$ cat src/rtl/output_journal_upsert_table_defines.svh
// assertion macros for the output journal upsert table
`ifndef OUTPUT_JOURNAL_UPSERT_TABLE_DEFINES_SVH
`define OUTPUT_JOURNAL_UPSERT_TABLE_DEFINES_SVH

// implication checked on every clock edge outside reset
`define OJU_ASSERT_IMP(label, clk, rst_n, ante, cons) \
	label: assert property (@(posedge clk) disable iff (!rst_n) (ante) |-> (cons)) \
		else $error("assertion failed");

// implication whose consequent is checked in the next cycle
`define OJU_ASSERT_NEXT(label, clk, rst_n, ante, cons) \
	label: assert property (@(posedge clk) disable iff (!rst_n) (ante) |=> (cons)) \
		else $error("assertion failed");

`endif

$ cat src/rtl/oju_pkg.sv
`timescale 1ns / 1ps
// ------------------------------------------------------------------------
// oju_pkg
// types and constants shared by the journal table cells and top level
// ------------------------------------------------------------------------
package oju_pkg;
	localparam logic [1:0] ST_OK      = 2'd0;
	localparam logic [1:0] ST_INVALID = 2'd1;
	localparam logic [1:0] ST_FULL    = 2'd2;
	localparam logic [1:0] TIER_DEVICE = 2'd0;
	localparam logic [1:0] TIER_HOST   = 2'd1;
	localparam logic [31:0] FRAME_BAD  = 32'hFFFF_FFFF;

	localparam logic [2:0] CFG_STARTED   = 3'd0;
	localparam logic [2:0] CFG_SCAN      = 3'd1;
	localparam logic [2:0] CFG_GEN       = 3'd2;
	localparam logic [2:0] CFG_TOKEN     = 3'd3;
	localparam logic [2:0] CFG_JOURNAL   = 3'd4;

	typedef struct packed {
		logic [31:0] frame;
		logic [63:0] key;
		logic [1:0]  tier;
		logic [63:0] generation;
	} row_t;

	// per-cell match flags reported to the control
	typedef struct packed {
		logic bad;
		logic fmatch;
		logic kmatch;
	} cell_flags_t;

	// write command decoded for each cell of the row
	typedef struct packed {
		logic wr_new;
		logic wr_move;
	} cell_cmd_t;
endpackage

$ cat src/rtl/oju_cell.sv
`timescale 1ns / 1ps
// ------------------------------------------------------------------------
// oju_cell
// one journal row: compares against the request, loads a new row or takes
// the row handed from the last slot
// ------------------------------------------------------------------------
module oju_cell
	import oju_pkg::*;
(
	input  logic        clk,
	input  logic        used,
	input  logic [31:0] frame,
	input  logic [63:0] key,
	input  row_t        new_row,
	input  row_t        move_row,
	input  cell_cmd_t   cmd,
	output row_t        row,
	output cell_flags_t flags
);
	row_t row_q;

	always_ff @(posedge clk) begin
		if (cmd.wr_new) begin
			row_q <= new_row;
		end else if (cmd.wr_move) begin
			row_q <= move_row;
		end
	end

	assign row = row_q;

	always_comb begin
		flags.bad    = used && ((row_q.generation == 64'd0) ||
			(row_q.tier != TIER_DEVICE && row_q.tier != TIER_HOST));
		flags.fmatch = used && (row_q.frame == frame);
		flags.kmatch = used && (row_q.key == key);
	end
endmodule

$ cat config.mk
export PLATFORM = sky130hd
export DESIGN_NAME = oju_cell
export DESIGN_NICKNAME = d
export VERILOG_FILES = /design/src/rtl/output_journal_upsert_table_defines.svh /design/src/rtl/oju_pkg.sv /design/src/rtl/oju_cell.sv
export SDC_FILE = /design/constraint.sdc
export NUM_CORES = 1
export LEC_CHECK = 0
export CORE_AREA = 4 4 228 230
export CTS_CLUSTER_DIAMETER = 120
export DETAILED_ROUTE_END_ITERATION = 6
export DIE_AREA = 0 0 232 234
export DONT_BUFFER_PORTS = 1
export GPL_ROUTABILITY_DRIVEN = 0
export SKIP_CTS_REPAIR_TIMING = 1
export SLEW_MARGIN = 40
export SYNTH_ARGS = -nofsm -noshare
export SYNTH_HDL_FRONTEND = slang
export SYNTH_SLANG_ARGS = --single-unit
$ cat constraint.sdc
create_clock -name clk -period 6.6 [get_ports clk]
set_input_delay 0.66 -clock clk [delete_from_list [all_inputs] [get_ports clk]]
set_output_delay 0.66 -clock clk [all_outputs]
set_load 0.1 [all_outputs]
==> results.sh, run 1 <==
export IMPL_yosys_warnings=0
export IMPL_area_growth_pct=66.5
export IMPL_die_h_um=234
export IMPL_drtIter0Drc=169
export IMPL_async_flop_share_pct=0
export IMPL_period_share_pct=55.5
export IMPL_core_area_um2=49900
export IMPL_drive_gt1_share_pct=50.7
export IMPL_layout_min_cycle_time_ns=3.66
export IMPL_synth_fp_nets=930
export IMPL_p_total_w=0.00406
export IMPL_viasPerCell=3.90
export IMPL_relSlewSlack_pct=40.5
export IMPL_clkTransAtPathRegs_ns=0.07
export IMPL_tightest_slew_ns=0.894
export IMPL_cts_tree="built"
export IMPL_hp_class="input port to register"
export IMPL_routedWlPerCell_um=24.6
export IMPL_gr_total_overflow=0
export IMPL_synth_edff_count=162
export IMPL_status="finished clean"
export IMPL_min_delay_start="move_row[19]"
export IMPL_drc=0
export IMPL_setup_violations=0
export IMPL_io_buffer_count=0
export IMPL_leakage_nw=4.78
export IMPL_drv_cap=0
export IMPL_routed_wl_um=34900
export IMPL_synthSimpleGateAreaFrac_pct=4.45
export IMPL_hold_depth=1
export IMPL_vias=5527
export IMPL_cts_buffers=17
export IMPL_cts_htree_levels=4
export IMPL_antenna_found_initial=5
export IMPL_yosys_area_top_type="edfxtp_1"
export IMPL_peakVddDrop_v=0.000168
export IMPL_worstPathCellList="buf_1 -> nor4_1 -> nand4_1 -> nor4_2 -> o21a_2"
export IMPL_max_freq_mhz=273
export IMPL_netlist_instances=506
export IMPL_synth_main_ff_cell="edfxtp_1"
export IMPL_worstPathArrival_ns=3.00
export IMPL_cts_sinks=162
export IMPL_synth_compound_area_share_pct=1.19
export IMPL_end_kind="primary output"
export IMPL_drv_slew=0
export IMPL_dieArea_um2=54300
export IMPL_fin_nets=1156
export IMPL_ant_nets=0
export IMPL_grt_total_usage_pct=12.3
export IMPL_start_util_pct=16.1
export IMPL_crit_path_max_incr_delay_ns=0.70
export IMPL_synthMuxAreaShare_pct=22.8
export IMPL_synth_area_leaders="edfxtp_1, mux2_2, xnor2_1"
export IMPL_first_pass_iters=5
export IMPL_clock_root_buffer="clkbuf_16"
export IMPL_critPathRequiredTime_ns=5.94
export IMPL_dp_hpwl_um=29600
export IMPL_regArea_um2=4860
export IMPL_synth_top_area_share_pct=60.8
export IMPL_crit_type="register to primary output"
export IMPL_cp_max_fo=2
export IMPL_cp_start_kind="register"
export IMPL_finalSetupTns_ns=0
export IMPL_die_w_um=232
export IMPL_hold_path_end="row[19]"
export IMPL_cp_slowest_cell="nor4_1"
export IMPL_cts_max_path_buffers=2
export IMPL_syn_area_um2=8010
export IMPL_ys_types=23
export IMPL_first_global_vias=6343
export IMPL_num_fill_cells=5019
export IMPL_synth_top_family_by_area="multiplexers"
export IMPL_ys_seq_area_share_pct=60.8
export IMPL_power_per_cell_area_nw_per_um2=305
export IMPL_avgSynthCellArea_um2=15.8
export IMPL_final_hold_violation_count=0
export IMPL_synthXorXnorAreaFrac_pct=9.19
export IMPL_largest_register_ffs=162
export IMPL_pin_count=589
export IMPL_synthAdderAreaFrac_pct=0
export IMPL_ys_seq_elements=162
export IMPL_placementRows=82
export IMPL_multi_input_area_um2=3060
export IMPL_grt_pass1_wl_um=45600
export IMPL_rsz0062_at_grt="no"
export IMPL_grt_max_degree=164
## worst max path at each step
stage               startpoint        to  slack, ns  cells after the start
finish                 row[39]  flags[2]       2.94                      5
floorplan              row[77]  flags[0]       1.39                      5
global route           row[39]  flags[2]       2.76                      5
CTS                    row[39]  flags[2]       2.73                      5
global placement       row[31]  flags[2]       2.01                      4
detailed placement     key[63]  flags[0]       3.17                      6
## per-layer routing
metal / GRT usage, % / vias up / wire (um)
met4: 7.66 / 0 / 1740
met2: 21.9 / 408 / 18200
met1: 12.1 / 2625 / 11900
met3: 4.59 / 65 / 3060
li1: - / 2429 / -
met5: 0 / - / 0
## cell type report
| type | instances | share of cell area [%] |
|---|---|---|
| Sequential cell | 162 | 36.5 |
| Clock buffer | 18 | 3.22 |
| Timing Repair Buffer | 225 | 29.5 |
| Inverter | 11 | 0.310 |
| Multi-Input combinational cell | 315 | 23.0 |
| Clock inverter | 14 | 1.16 |
| Antenna cell | 1 | 0.0188 |
| Tap cell | 672 | 6.31 |
## placed cells by master (no fill, tap or decap), types with 3 or more instances in the layout
| cell type | n |
|---|---|
| xor2_1 | 32 |
| buf_1 | 49 |
| nor4_1 | 23 |
| clkinvlp_4 | 3 |
| edfxtp_1 | 162 |
| buf_4 | 11 |
| nor4_2 | 6 |
| buf_16 | 99 |
| xnor2_1 | 52 |
| buf_6 | 5 |
| buf_8 | 57 |
| inv_1 | 11 |
| buf_2 | 3 |
| o22ai_1 | 4 |
| clkinv_2 | 3 |
| nand4_1 | 19 |
| clkbuf_16 | 17 |
| mux2_2 | 162 |
## worst max-delay path: cells and delay by family (launching register included)
kind,cells,cell delay [ns]
simple gates,3,1.40
compound gates,1,0.54
flops,1,0.46
buf+inv,1,0.14
## logic make-up (layout without fill, tap and decap cells)
logic type / Yosys count / after routing
flip-flops: 162 / 162
XOR/XNOR: 84 / 84
AO/OA/AOI/OAI: 12 / 12
other: 0 / 1
buffers and inverters: 29 / 268
multiplexers: 162 / 162
AND/OR/NAND/NOR: 57 / 57
## metrics by stage
step / area (um^2) / utilization [%] / setup slack (ns) / hold slack [ns] / cells
after floorplan: 8010 / - / 1.39 / 0.880 / 506
after global placement: 8890 / 17.8 / 2.01 / 0.881 / 1172
after detailed placement: 12700 / 25.5 / 3.17 / 0.883 / 1384
after CTS: 13300 / 26.7 / 2.73 / 0.355 / 1416
after global routing: 13300 / 26.7 / 2.76 / 0.363 / 1418
final: 13300 / 26.7 / 2.94 / 0.415 / 1418
## cells in the mapped netlist (2+ instances only)
| library cell | n |
|---|---|
| nand2b_1 | 2 |
| xnor2_1 | 52 |
| nand3_1 | 2 |
| xor2_1 | 32 |
| mux2_2 | 162 |
| nand4_1 | 19 |
| o22ai_1 | 4 |
| buf_2 | 18 |
| o2bb2ai_1 | 2 |
| edfxtp_1 | 162 |
| nor4_1 | 29 |
| inv_1 | 11 |
## power breakdown
part           total (W)  internal (W)  switching (W)
clock network    0.00101      0.000562       0.000453
registers        0.00144       0.00127       0.000165
logic            0.00161      0.000601        0.00101
total            0.00406       0.00244        0.00162
No activity file was read; power rests on OpenSTA's default activity.
==> run 2, diff against run 1 <==
==> constraint.sdc (replaced) <==
create_clock -name clk -period 3.46 [get_ports clk]
set_input_delay 0.346 -clock clk [delete_from_list [all_inputs] [get_ports clk]]
set_output_delay 0.346 -clock clk [all_outputs]
set_load 0.1 [all_outputs]
==> run 2 against run 1 <==
Against the previous run: first-iteration DRC count grew 0.59%; global-route usage down 1.7 points; sequential share of layout area rose by 8.5 points; via count shrank 5.6%; worst hold slack worse by 0.32 ns; combinational power is 52% higher; setup slack got worse by 2.4 ns; critical endpoint is now flags[0]; sequential power is 77% higher; non-clock buffer count is 42 lower; design area shrank 19%; clock power up 80%.
==> results.sh, run 2 (same netlist as run 1, synthesis figures left out) <==
export IMPL_cts_tree="built"
export IMPL_first_pass_iters=4
export IMPL_clkTransAtPathRegs_ns=0.07
export IMPL_routed_wl_um=30500
export IMPL_max_freq_mhz=344
export IMPL_drv_slew=0
export IMPL_cp_start_kind="register"
export IMPL_die_h_um=234
export IMPL_placementRows=82
export IMPL_grt_total_usage_pct=10.6
export IMPL_clock_root_buffer="clkbuf_16"
export IMPL_p_int_w=0.00393
export IMPL_p_total_w=0.00681
export IMPL_num_fill_cells=5319
export IMPL_dp_hpwl_um=25800
export IMPL_pwr_share_seq_pct=37.5
export IMPL_viasPerCell=3.79
export IMPL_path_delay_family="simple AND/OR/NAND/NOR gates"
export IMPL_fin_nets=1114
export IMPL_io_buffer_count=0
export IMPL_p_switching_w=0.00288
export IMPL_tightest_slew_ns=0.692
export IMPL_crit_path_max_incr_delay_ns=0.49
export IMPL_dieArea_um2=54300
export IMPL_setup_violations=0
export IMPL_rsz0062_at_grt="no"
export IMPL_grt_max_degree=164
export IMPL_peakVddDrop_v=0.000331
export IMPL_crit_type="register to primary output"
export IMPL_largest_register_ffs=162
export IMPL_grt_pass1_wl_um=39600
export IMPL_cp_max_fo=2
export IMPL_place_inst=1343
export IMPL_vias=5220
export IMPL_core_area_um2=49900
export IMPL_final_common_cell="buf_4"
export IMPL_drive_gt1_share_pct=53.6
export IMPL_dp_slack_ns=1.00
export IMPL_worstPathCellList="buf_4 -> xor2_1 -> nor4_1 -> nand4_1 -> nor4_4 -> buf_12"
export IMPL_power_per_cell_area_nw_per_um2=630
export IMPL_cp_slowest_cell="nor4_1"
export IMPL_path_depth=6
export IMPL_finalWorstSetupSlack_ns=0.552
export IMPL_start_util_pct=16.1
export IMPL_cts_sinks=162
export IMPL_cts_buffers=17
export IMPL_comb_power_share_pct=35.8
export IMPL_p_sw_share_pct=42.3
export IMPL_fin_cells=1378
export IMPL_finalSetupTns_ns=0
export IMPL_status="finished clean"
export IMPL_die_w_um=232
export IMPL_ant_nets=0
export IMPL_critPathRequiredTime_ns=3.11
export IMPL_drv_cap=0
export IMPL_layout_min_cycle_time_ns=2.91
export IMPL_hold_depth=1
export IMPL_gr_total_overflow=0
export IMPL_area_growth_pct=35.0
export IMPL_cp_num_buf_inv=2
export IMPL_drc=0
export IMPL_worstPathArrival_ns=2.56
export IMPL_fin_util_pct=21.7
export IMPL_period_share_pct=84.0
export IMPL_leakage_nw=3.84
export IMPL_cts_htree_levels=4
export IMPL_relSlewSlack_pct=53.4
export IMPL_routedWlPerCell_um=22.1
export IMPL_antenna_found_initial=5
export IMPL_pwr_share_clk_pct=26.7
export IMPL_end_kind="primary output"
export IMPL_final_hold_violation_count=0
export IMPL_drtIter0Drc=170
export IMPL_cts_max_path_buffers=2
export IMPL_hp_class="input port to register"
export IMPL_first_global_vias=5652
export IMPL_pin_count=589
export IMPL_layout_common_cells="buf_4, mux2_2, edfxtp_1"
-- run 2: cell types whose count changed in the layout (fill, tap and decap cells not counted), sizes merged --
cell / previous run / this run
diode: 1 / 3
clkbuf: 18 / 19
buf: 225 / 183
inv: 15 / 13
bufinv: 2 / 1
clkinv: 5 / 7
-- run 2: power by group through the flow --
stage	clock (W)	sequential (W)	combinational, W
CTS	0.00190	0.00256	0.00246
floorplan	0	0.00415	0.000375
finish	0.00182	0.00255	0.00244
global placement	0	0.00260	0.00243
detailed placement	0	0.00260	0.00246
global route	0.00198	0.00258	0.00250
-- run 2: routing by layer --
metal  track usage, %  share of wire (%)  wire length [um]  up-vias
met3             4.09                8.6              2620       33
li1                 -                  -                 -     2339
met1             11.4                 37             11400     2498
met2             18.1                 51             15500      350
met5                0                  0                 0        -
met4             5.45                3.2               988        0
-- run 2: final timing paths --
path / start / endpoint / slack [ns]
worst max-delay path: row[90] / flags[0] / 0.55
worst min-delay path: new_row[35] / row[35] / 0.1
-- run 2: through the flow --
step | area (um^2) | hold WS [ns]
6_report | 10800 | 0.0958
5_1_grt | 10800 | 0.0435
4_1_cts | 10800 | 0.0275
3_5_place_dp | 10300 | 0.569
3_3_place_gp | 10200 | 0.566
2_1_floorplan | 8020 | 0.566
-- run 2: area by class of cell --
type / instances / area, um^2 / area share, %
antenna: 3 / 7.51 / 0.0694
tap: 672 / 841 / 7.78
inverter: 11 / 41.3 / 0.382
clock buffer: 19 / 433 / 4.00
clock inverter: 13 / 110 / 1.02
sequential: 162 / 4860 / 45.0
timing repair buffer: 183 / 1470 / 13.6
multi-input combinational: 315 / 3040 / 28.2
